--- src/design/ttp_pkg.sv ---
package ttp_pkg;

  localparam int unsigned MaxStations = 1024;
  localparam int unsigned CountW  = 11;
  localparam int unsigned IdxW    = 10;
  localparam int unsigned ThickW  = 32;
  localparam int unsigned SafeW   = 17;
  localparam int unsigned CfgIdxW = 3;
  localparam int unsigned CfgW    = 32;
  localparam int unsigned PosW    = 13;
  localparam int unsigned DivNumW = ThickW + IdxW;
  localparam int unsigned DivBitsPerStage = 2;
  localparam int unsigned DivStages = ThickW / DivBitsPerStage;
  localparam logic [SafeW-1:0] SafetyOne = 17'h10000;

  typedef enum logic [2:0] {
    ERR_OK     = 3'd0,
    ERR_COUNT  = 3'd1,
    ERR_RANGE  = 3'd2,
    ERR_DESIGN = 3'd3,
    ERR_SAFETY = 3'd4,
    ERR_MIN    = 3'd5,
    ERR_INDEX  = 3'd6
  } err_e;

  typedef enum logic [2:0] {
    REG_STATION_COUNT    = 3'd0,
    REG_REPAIR_START     = 3'd1,
    REG_REPAIR_END       = 3'd2,
    REG_REPAIR_PADDING   = 3'd3,
    REG_TRANSITION_COUNT = 3'd4,
    REG_DESIGN_THICKNESS = 3'd5,
    REG_SAFETY_FACTOR    = 3'd6,
    REG_MIN_THICKNESS    = 3'd7
  } reg_e;

  typedef enum logic [1:0] {
    RGN_DESIGN = 2'd0,
    RGN_REPAIR = 2'd1,
    RGN_LOWER  = 2'd2,
    RGN_UPPER  = 2'd3
  } region_e;

  typedef struct packed {
    logic [CountW-1:0] station_count;
    logic [IdxW-1:0]   repair_start;
    logic [IdxW-1:0]   repair_end;
    logic [IdxW-1:0]   repair_padding;
    logic [IdxW-1:0]   transition_count;
    logic [ThickW-1:0] design_thickness;
    logic [SafeW-1:0]  safety_factor;
    logic [ThickW-1:0] min_thickness;
  } cfg_t;

  typedef struct packed {
    logic [IdxW-1:0]   idx;
    err_e              err;
    region_e           region;
    logic              span_zero;
    logic [ThickW-1:0] repaired;
  } side_t;

endpackage

--- src/design/ttp_if.sv ---
interface ttp_in_if;
  import ttp_pkg::*;
  logic            valid;
  logic            ready;
  logic [IdxW-1:0] station_index;
  modport source (output valid, output station_index, input ready);
  modport sink (input valid, input station_index, output ready);
endinterface

interface ttp_out_if;
  import ttp_pkg::*;
  logic              valid;
  logic              ready;
  logic [IdxW-1:0]   station_echo;
  logic              valid_plan;
  logic [2:0]        error_code;
  logic [ThickW-1:0] thickness;
  modport source (output valid, output station_echo, output valid_plan, output error_code,
                  output thickness, input ready);
  modport sink (input valid, input station_echo, input valid_plan, input error_code,
                input thickness, output ready);
endinterface

--- src/design/tapered_thickness_profile_top.sv ---
// Tapered thickness profile: one station index word in, one thickness word out, every unstalled cycle.
// The pipeline takes a new index in every cycle it is not stalled; each index passes through
// three setup stages, a 16-stage taper divider that resolves two quotient bits per stage,
// and the output register. A stall at the output freezes the whole pipeline. The user must
// write the configuration registers through the plain write port only while no word is in
// flight; the block itself does not enforce this.
module tapered_thickness_profile_top import ttp_pkg::*; (
  input  logic               clk_i,
  input  logic               rst_ni,
  input  logic               cfg_we_i,
  input  logic [CfgIdxW-1:0] cfg_idx_i,
  input  logic [CfgW-1:0]    cfg_data_i,
  ttp_in_if.sink             in_i,
  ttp_out_if.source          out_o
);

  cfg_t cfg;
  logic en;

  ttp_cfg u_cfg (
    .clk_i, .rst_ni, .cfg_we_i, .cfg_idx_i, .cfg_data_i, .cfg_o(cfg)
  );

  logic out_vld_q;
  assign en         = out_o.ready || !out_vld_q;
  assign in_i.ready = en;

  // Stage 1: checks, range bounds, band classification, scaling product.
  err_e                 err1_d;
  region_e              rgn1_d;
  logic signed [PosW-1:0] last, rlo, rhi, tlo, thi, pos, k1, span1;

  always_comb begin
    if (cfg.station_count == '0 || 32'(cfg.station_count) > MaxStations) begin
      err1_d = ERR_COUNT;
    end else if (cfg.repair_end < cfg.repair_start ||
                 {1'b0, cfg.repair_end} >= cfg.station_count) begin
      err1_d = ERR_RANGE;
    end else if (cfg.design_thickness == '0) begin
      err1_d = ERR_DESIGN;
    end else if (cfg.safety_factor == '0 || cfg.safety_factor > SafetyOne) begin
      err1_d = ERR_SAFETY;
    end else if (cfg.min_thickness > cfg.design_thickness) begin
      err1_d = ERR_MIN;
    end else if ({1'b0, in_i.station_index} >= cfg.station_count) begin
      err1_d = ERR_INDEX;
    end else begin
      err1_d = ERR_OK;
    end
  end

  always_comb begin
    last = $signed(PosW'(cfg.station_count)) - PosW'(1);
    pos  = $signed(PosW'(in_i.station_index));
    rlo  = $signed(PosW'(cfg.repair_start)) - $signed(PosW'(cfg.repair_padding));
    if (rlo < 0) rlo = '0;
    rhi  = $signed(PosW'(cfg.repair_end)) + $signed(PosW'(cfg.repair_padding));
    if (rhi > last) rhi = last;
    tlo  = rlo - $signed(PosW'(cfg.transition_count));
    if (tlo < 0) tlo = '0;
    thi  = rhi + $signed(PosW'(cfg.transition_count));
    if (thi > last) thi = last;
    k1    = '0;
    span1 = '0;
    if (pos < tlo || pos > thi) begin
      rgn1_d = RGN_DESIGN;
    end else if (pos >= rlo && pos <= rhi) begin
      rgn1_d = RGN_REPAIR;
    end else if (pos < rlo) begin
      rgn1_d = RGN_LOWER;
      k1     = pos - tlo;
      span1  = rlo - tlo;
    end else begin
      rgn1_d = RGN_UPPER;
      k1     = pos - rhi;
      span1  = thi - rhi;
    end
  end

  logic                      vld1_q, vld2_q, vld3_q;
  logic [IdxW-1:0]           idx1_q, idx2_q, idx3_q;
  err_e                      err1_q, err2_q, err3_q;
  region_e                   rgn1_q, rgn2_q, rgn3_q;
  logic [IdxW-1:0]           k1_q, k2_q, span1_q, span2_q, span3_q;
  logic [ThickW+SafeW-1:0]   prod1_q;
  logic [ThickW-1:0]         rep2_q, mag2_q, rep3_q;
  logic [DivNumW-1:0]        num3_q;
  logic [ThickW-1:0]         scaled, rep2_d;

  // Stage 2: repaired value and its distance from the design value.
  assign scaled = prod1_q[ThickW+15:16];
  assign rep2_d = (cfg.min_thickness > scaled) ? cfg.min_thickness : scaled;

  always_ff @(posedge clk_i or negedge rst_ni) begin
    if (!rst_ni) begin
      vld1_q <= 1'b0;
      vld2_q <= 1'b0;
      vld3_q <= 1'b0;
    end else if (en) begin
      vld1_q <= in_i.valid;
      vld2_q <= vld1_q;
      vld3_q <= vld2_q;
    end
  end

  always_ff @(posedge clk_i) begin
    if (en) begin
      idx1_q  <= in_i.station_index;
      err1_q  <= err1_d;
      rgn1_q  <= rgn1_d;
      k1_q    <= k1[IdxW-1:0];
      span1_q <= span1[IdxW-1:0];
      prod1_q <= cfg.design_thickness * cfg.safety_factor;

      idx2_q  <= idx1_q;
      err2_q  <= err1_q;
      rgn2_q  <= rgn1_q;
      k2_q    <= k1_q;
      span2_q <= span1_q;
      rep2_q  <= rep2_d;
      mag2_q  <= cfg.design_thickness - rep2_d;

      // Stage 3: taper numerator.
      idx3_q  <= idx2_q;
      err3_q  <= err2_q;
      rgn3_q  <= rgn2_q;
      span3_q <= span2_q;
      rep3_q  <= rep2_q;
      num3_q  <= mag2_q * k2_q;
    end
  end

  side_t             side3, side_div;
  logic              vld_div;
  logic [ThickW-1:0] quot;

  assign side3.idx       = idx3_q;
  assign side3.err       = err3_q;
  assign side3.region    = rgn3_q;
  assign side3.span_zero = (span3_q == '0);
  assign side3.repaired  = rep3_q;

  ttp_div u_div (
    .clk_i, .rst_ni, .en_i(en), .vld_i(vld3_q), .dividend_i(num3_q),
    .divisor_i(span3_q), .side_i(side3), .vld_o(vld_div), .quot_o(quot),
    .side_o(side_div)
  );

  // Output stage: the quotient is a magnitude; the lower band steps down
  // from the design value, the upper band steps up from the repaired value.
  logic [ThickW-1:0] thick_d, thick_q;
  logic [IdxW-1:0]   echo_q;
  err_e              err_q;

  always_comb begin
    thick_d = '0;
    if (side_div.err == ERR_OK) begin
      unique case (side_div.region)
        RGN_DESIGN: thick_d = cfg.design_thickness;
        RGN_REPAIR: thick_d = side_div.repaired;
        RGN_LOWER:  thick_d = side_div.span_zero ? side_div.repaired
                                                 : cfg.design_thickness - quot;
        RGN_UPPER:  thick_d = side_div.span_zero ? side_div.repaired
                                                 : side_div.repaired + quot;
      endcase
    end
  end

  always_ff @(posedge clk_i or negedge rst_ni) begin
    if (!rst_ni) begin
      out_vld_q <= 1'b0;
    end else if (en) begin
      out_vld_q <= vld_div;
    end
  end

  always_ff @(posedge clk_i) begin
    if (en) begin
      thick_q <= thick_d;
      echo_q  <= side_div.idx;
      err_q   <= side_div.err;
    end
  end

  assign out_o.valid        = out_vld_q;
  assign out_o.station_echo = echo_q;
  assign out_o.valid_plan   = (err_q == ERR_OK);
  assign out_o.error_code   = err_q;
  assign out_o.thickness    = thick_q;

  a_zero_on_error: assert property (@(posedge clk_i) disable iff (!rst_ni)
    out_o.valid && out_o.error_code != ERR_OK |-> out_o.thickness == '0)
    else $error("nonzero thickness on error");

  a_ok_within_design: assert property (@(posedge clk_i) disable iff (!rst_ni)
    out_o.valid && out_o.valid_plan |-> out_o.thickness <= cfg.design_thickness)
    else $error("thickness above design value");

  a_ok_index_in_range: assert property (@(posedge clk_i) disable iff (!rst_ni)
    out_o.valid && out_o.valid_plan |-> {1'b0, out_o.station_echo} < cfg.station_count)
    else $error("accepted station beyond count");

endmodule

--- src/design/ttp_cfg.sv ---
module ttp_cfg import ttp_pkg::*; (
  input  logic               clk_i,
  input  logic               rst_ni,
  input  logic               cfg_we_i,
  input  logic [CfgIdxW-1:0] cfg_idx_i,
  input  logic [CfgW-1:0]    cfg_data_i,
  output cfg_t               cfg_o
);

  cfg_t cfg_q, cfg_d;

  always_comb begin
    cfg_d = cfg_q;
    if (cfg_we_i) begin
      unique case (reg_e'(cfg_idx_i))
        REG_STATION_COUNT:    cfg_d.station_count    = cfg_data_i[CountW-1:0];
        REG_REPAIR_START:     cfg_d.repair_start     = cfg_data_i[IdxW-1:0];
        REG_REPAIR_END:       cfg_d.repair_end       = cfg_data_i[IdxW-1:0];
        REG_REPAIR_PADDING:   cfg_d.repair_padding   = cfg_data_i[IdxW-1:0];
        REG_TRANSITION_COUNT: cfg_d.transition_count = cfg_data_i[IdxW-1:0];
        REG_DESIGN_THICKNESS: cfg_d.design_thickness = cfg_data_i[ThickW-1:0];
        REG_SAFETY_FACTOR:    cfg_d.safety_factor    = cfg_data_i[SafeW-1:0];
        REG_MIN_THICKNESS:    cfg_d.min_thickness    = cfg_data_i[ThickW-1:0];
      endcase
    end
  end

  always_ff @(posedge clk_i or negedge rst_ni) begin
    if (!rst_ni) begin
      cfg_q.station_count    <= CountW'(1);
      cfg_q.repair_start     <= '0;
      cfg_q.repair_end       <= '0;
      cfg_q.repair_padding   <= '0;
      cfg_q.transition_count <= '0;
      cfg_q.design_thickness <= ThickW'(65536);
      cfg_q.safety_factor    <= SafetyOne;
      cfg_q.min_thickness    <= '0;
    end else begin
      cfg_q <= cfg_d;
    end
  end

  assign cfg_o = cfg_q;

endmodule

--- src/design/ttp_div.sv ---
module ttp_div import ttp_pkg::*; (
  input  logic               clk_i,
  input  logic               rst_ni,
  input  logic               en_i,
  input  logic               vld_i,
  input  logic [DivNumW-1:0] dividend_i,
  input  logic [IdxW-1:0]    divisor_i,
  input  side_t              side_i,
  output logic               vld_o,
  output logic [ThickW-1:0]  quot_o,
  output side_t              side_o
);

  // The quotient is known to fit in ThickW bits, so the upper dividend bits
  // start out as the partial remainder and never reach the divisor.
  logic              vld_q  [DivStages+1];
  logic [IdxW-1:0]   rem_q  [DivStages+1];
  logic [ThickW-1:0] num_q  [DivStages+1];
  logic [ThickW-1:0] quo_q  [DivStages+1];
  logic [IdxW-1:0]   dvs_q  [DivStages+1];
  side_t             side_q [DivStages+1];

  assign vld_q[0]  = vld_i;
  assign rem_q[0]  = dividend_i[DivNumW-1:ThickW];
  assign num_q[0]  = dividend_i[ThickW-1:0];
  assign quo_q[0]  = '0;
  assign dvs_q[0]  = divisor_i;
  assign side_q[0] = side_i;

  for (genvar s = 0; s < DivStages; s++) begin : g_stage
    logic [IdxW-1:0]   rem_d;
    logic [ThickW-1:0] quo_d;

    always_comb begin
      logic [IdxW:0] trial;
      rem_d = rem_q[s];
      quo_d = quo_q[s];
      for (int b = 0; b < DivBitsPerStage; b++) begin
        trial = {rem_d, num_q[s][ThickW-1-s*DivBitsPerStage-b]};
        if (trial >= {1'b0, dvs_q[s]}) begin
          trial = trial - {1'b0, dvs_q[s]};
          quo_d = {quo_d[ThickW-2:0], 1'b1};
        end else begin
          quo_d = {quo_d[ThickW-2:0], 1'b0};
        end
        rem_d = trial[IdxW-1:0];
      end
    end

    always_ff @(posedge clk_i or negedge rst_ni) begin
      if (!rst_ni) begin
        vld_q[s+1] <= 1'b0;
      end else if (en_i) begin
        vld_q[s+1] <= vld_q[s];
      end
    end

    always_ff @(posedge clk_i) begin
      if (en_i) begin
        rem_q[s+1]  <= rem_d;
        num_q[s+1]  <= num_q[s];
        quo_q[s+1]  <= quo_d;
        dvs_q[s+1]  <= dvs_q[s];
        side_q[s+1] <= side_q[s];
      end
    end
  end

  assign vld_o  = vld_q[DivStages];
  assign quot_o = quo_q[DivStages];
  assign side_o = side_q[DivStages];

endmodule
--- src/flat_wrapper.sv ---
// flat-port wrapper written by rule: the top's interface ports become plain ports
module tapered_thickness_profile_top_flat import ttp_pkg::*;
  (clk_i, rst_ni, cfg_we_i, cfg_idx_i, cfg_data_i, in_i_valid, in_i_station_index, in_i_ready, out_o_valid, out_o_station_echo, out_o_valid_plan, out_o_error_code, out_o_thickness, out_o_ready);
  ttp_in_if in_i_i ();
  ttp_out_if out_o_i ();
  input  logic clk_i;
  input  logic rst_ni;
  input  logic cfg_we_i;
  input  logic [CfgIdxW-1:0] cfg_idx_i;
  input  logic [CfgW-1:0] cfg_data_i;
  input wire logic [$bits(in_i_i.valid)-1:0] in_i_valid;
  input wire logic [$bits(in_i_i.station_index)-1:0] in_i_station_index;
  output wire logic [$bits(in_i_i.ready)-1:0] in_i_ready;
  output wire logic [$bits(out_o_i.valid)-1:0] out_o_valid;
  output wire logic [$bits(out_o_i.station_echo)-1:0] out_o_station_echo;
  output wire logic [$bits(out_o_i.valid_plan)-1:0] out_o_valid_plan;
  output wire logic [$bits(out_o_i.error_code)-1:0] out_o_error_code;
  output wire logic [$bits(out_o_i.thickness)-1:0] out_o_thickness;
  input wire logic [$bits(out_o_i.ready)-1:0] out_o_ready;
  assign in_i_i.valid = in_i_valid;
  assign in_i_i.station_index = in_i_station_index;
  assign in_i_ready = in_i_i.ready;
  assign out_o_valid = out_o_i.valid;
  assign out_o_station_echo = out_o_i.station_echo;
  assign out_o_valid_plan = out_o_i.valid_plan;
  assign out_o_error_code = out_o_i.error_code;
  assign out_o_thickness = out_o_i.thickness;
  assign out_o_i.ready = out_o_ready;
  tapered_thickness_profile_top u_core (.clk_i(clk_i), .rst_ni(rst_ni), .cfg_we_i(cfg_we_i), .cfg_idx_i(cfg_idx_i), .cfg_data_i(cfg_data_i), .in_i(in_i_i), .out_o(out_o_i));
endmodule
--- config.mk ---
export PLATFORM = sky130hd
export DESIGN_NAME = tapered_thickness_profile_top_flat
export DESIGN_NICKNAME = d
export VERILOG_FILES = /design/src/design/ttp_pkg.sv /design/src/design/ttp_if.sv /design/src/design/tapered_thickness_profile_top.sv /design/src/design/ttp_cfg.sv /design/src/design/ttp_div.sv /design/src/flat_wrapper.sv
export SDC_FILE = /design/constraint.sdc
export NUM_CORES = 2
export LEC_CHECK = 0
export ABC_AREA = 1
export ABC_CLOCK_PERIOD_IN_PS = 105700
export BUFFER_PORTS_ARGS = -buffer_cell sky130_fd_sc_hd__buf_2
export CAP_MARGIN = 10
export CELL_PAD_IN_SITES_DETAIL_PLACEMENT = 1
export CELL_PAD_IN_SITES_GLOBAL_PLACEMENT = 2
export CORE_MARGIN = 2
export CORE_UTILIZATION = 30
export CTS_CLUSTER_DIAMETER = 60
export DETAILED_ROUTE_END_ITERATION = 10
export PLACE_DENSITY_LB_ADDON = 0.05
export SYNTH_ARGS = -nofsm -noshare
export SYNTH_HDL_FRONTEND = slang
export SYNTH_SLANG_ARGS = --single-unit
export TNS_END_PERCENT = 50
--- constraint.sdc ---
create_clock -name clk_i -period 105.7 [get_ports clk_i]
set_input_delay 10.57 -clock clk_i [delete_from_list [all_inputs] [get_ports clk_i]]
set_output_delay 10.57 -clock clk_i [all_outputs]
set_load 0.03 [all_outputs]
==> key figures <==
Run status
  • Status: completed

Layout
  • Area grow syn2layout: 12.53%
  • Nets: 13610
  • Share of layout cells above drive strength 1: 0.06545
  • Core Util, Final: 0.3385

Timing
  • Final clock skew: 0.08169 ns
  • Period minus WS final: 21.59 ns
  • Fin. Hold Viols: 0
  • Unrepaired setup endpoints after global routing: false
  • Worst Slack Setup Final: 84.11 ns
  • Worst-Margin Slew: 1.289 ns
  • Slew headroom: 0.1410
  • WHS: 0.3755 ns
  • Max Freq: 46.31 MHz
  • Period utilization: 0.2043
  • Setup TNS: 0 ns
  • Slew Limit Fails: 0
  • Final setup vio count: 0

Placed design
  • Hpwl dp: 313300 um
  • RePlAce Congestion: 0.8543
  • Place WS: 84.08 ns
  • Port Buf Inserts: 97

Floorplanning
  • Die Ht: 644.1 um
  • Initial Util: 0.3008
  • Die Area: 414900 um^2
  • Num rows: 235
  • Core ar.: 408700 um^2
  • # IOs: 98
  • DIE WIDTH: 644.1 um

Synthesis
  • Cell area after synthesis: 122900 um^2
  • Synth area leaders: edfxtp_1 46%, fa_1 12%, ha_1 8.5%
  • Post-synth ARST share: 0.07444
  • Post-synth cell types: 70
  • Warnings from Yosys: 0
  • Sequential area share after synthesis: 0.4927
  • Synth Instances: 11830
  • Top-count cell post-synth: nand2_1
  • Post-synthesis register bit count: 2042
  • Dominant cell type by area after synthesis: edfxtp_1
  • Synth top cells by count: 2613 x nand2_1, 2062 x inv_1, 1890 x edfxtp_1, 833 x ha_1, 725 x fa_1
  • Mean area per synthesized cell: 10.39 um^2
  • Top FF cell, synth: edfxtp_1
  • Synth top area share: 0.4617
  • Post-synth EDFFs: 1890
  • Synthesized net count: 13440

Clock network
  • Max H-tree Level: 5
  • Worst skew pair latency: 0.93 ns
  • CTS Sinks: 2042
  • # Post-CTS Setup Buffers: 0
  • Max clock buf depth: 4
  • Hold Buf Count CTS: 0
  • CTS tree: built
  • Root buf cell: clkbuf_16
  • CTS buffer count: 267
  • Clk pin slew, worst setup/hold paths: 0.06 ns
  • Post-CTS sizing: 0

Min path
  • Hold crit path type: reg -> reg

Critical path
  • Crit path launch type: input pin
  • CP arrival: 11.02 ns
  • Crit Path Max Fanout: 2
  • CP endpoint kind: output pin
  • Critical Path Slowest Stage Cell: buf_2
  • Crit path buffers/inverters: 3
  • Cell repeated most along the worst path: buf_2
  • Req. time, crit path: 95.13 ns
  • CP top delay family: buffers and inverters
  • Max stage delay on crit path: 0.18 ns
  • Worst-path cell chain: buf_2, inv_1, nand2_4, buf_2
  • Crit Path Class: in -> out

GRT
  • Antenna violations before repair: 20
  • GRT Total Usage: 0.1906
  • Pin count of the biggest net entering global routing: 138
  • First-pass GRT wire length: 592900 um
  • Total grt overflow: 0
  • Vias in the first global route: 90100

Detailed routing
  • Routed WL: 396700 um
  • DRT Pass-1 Iters: 7
  • DR iter-0 viols: 4193
  • Routed len/inst: 22.46 um
  • Number of remaining DRC errors: 0
  • Vias: 82970
  • Antenna Nets Post-Route: 0
  • Average vias per placed instance: 4.697

Run
  • Max_cap viols: 0
-- final cells by class --
| cell class | count | area, um^2 |
|---|---|---|
| inverter | 2086 | 7831 |
| timing repair buffer | 208 | 1340 |
| antenna | 6 | 15.01 |
| clock inverter | 146 | 1476 |
| sequential | 2042 | 60580 |
| fill | 45500 | 270400 |
| multi-input combinational | 7401 | 53270 |
| tap | 5451 | 6820 |
| clock buffer | 325 | 6994 |
-- flip-flops by register name, indices dropped and copies added, names as in the netlist, 15 cells and up --
name	flops
u_core.u_div.side_q	720
u_core.u_div.num_q	240
u_core.u_div.quo_q	240
u_core.u_div.dvs_q	150
u_core.u_div.rem_q	150
u_core.u_cfg.cfg_o	132
u_core.u_div.side_o	48
u_core.num3_q	42
u_core.mag2_q	32
u_core.out_o.thickness	32
u_core.prod1_q	32
u_core.rep2_q	32
u_core.rep3_q	32
u_core.u_div.quot_o	32
u_core.u_div.vld_q	15
-- metrics by stage --
stage,instance area [um^2],instances
6_report,138300,17670
5_1_grt,138300,17660
4_1_cts,138300,17660
3_3_place_gp,129800,17190
3_5_place_dp,129800,17190
2_1_floorplan,122900,11830
-- worst paths after layout --
kind                                               start                  endpoint  slack, ns  cells past startpoint
worst max register to register    u_core.u_cfg.cfg_o[91]         u_core.span1_q[9]      95.29                     59
max in group asynchronous                         rst_ni    u_core.u_cfg.cfg_o[66]      94.72                      2
worst max-delay path                         out_o_ready                in_i_ready      84.11                      4
worst min-delay path            u_core.u_div.side_q[733]  u_core.u_div.side_q[685]       0.38                      0
min in group asynchronous                         rst_ni    u_core.u_cfg.cfg_o[96]       9.61                      1
worst min register to register  u_core.u_div.side_q[733]  u_core.u_div.side_q[685]       0.38                      0
-- layout by cell type, fill, tap and decap left out, types with 14 or more instances in the layout --
master      netlist  final
o21ai_0         514    512
a21oi_1         625    625
o21ai_2          17     17
o221ai_1         14     14
o21a_1           35     35
buf_4            12    110
o31ai_1          14     14
a21o_1           30     30
ha_1            833    833
dfrtp_1         149    133
bufinv_16         0     14
clkinvlp_4        0     21
nand4_1         140    140
xnor2_1         111    111
nor2_1          511    510
nand3_1         473    473
nor4_1           30     29
o2111ai_1        22     22
mux2_2           30     30
or2_2            58     58
a211oi_1         16     16
inv_1          2062   2061
inv_6             0     21
dfrtp_2           0     16
buf_2            25     96
fa_1            725    725
clkinv_2          0     21
edfxtp_1       1890   1890
nor3_1           86     84
clkbuf_1        233     53
o21bai_1         33     33
o21ai_1          30     32
nand2_2          25     27
clkinv_1         13     54
clkbuf_16         0    271
o211ai_1         23     23
xor2_1          239    239
nand2_1        2613   2610
a31oi_1          42     42
-- metal layers --
metal,global-route usage,vias to the layer above,part of all wire
li1,-,39370,-
met1,0.2524,42100,0.45
met2,0.3340,1057,0.49
met3,0.01979,452,0.028
met4,0.04451,0,0.025
met5,0,-,0
-- logic make-up (layout without fill, tap and decap cells) --
group           after synthesis  count (layout)  synth area share
flops                      2042            2042            0.4927
other cells                   0               6                 0
fa+ha+maj                  1558            1558            0.2029
simple gates               3985            3985            0.1346
xor+xnor                    350             350           0.02494
compound gates             1478            1478           0.06797
buf+inv                    2390            2765           0.07421
mux                          30              30          0.002748
Power is left out: the tool's default activity adds up to more than one toggle a clock period on the data nets, which glitch-free logic cannot reach.
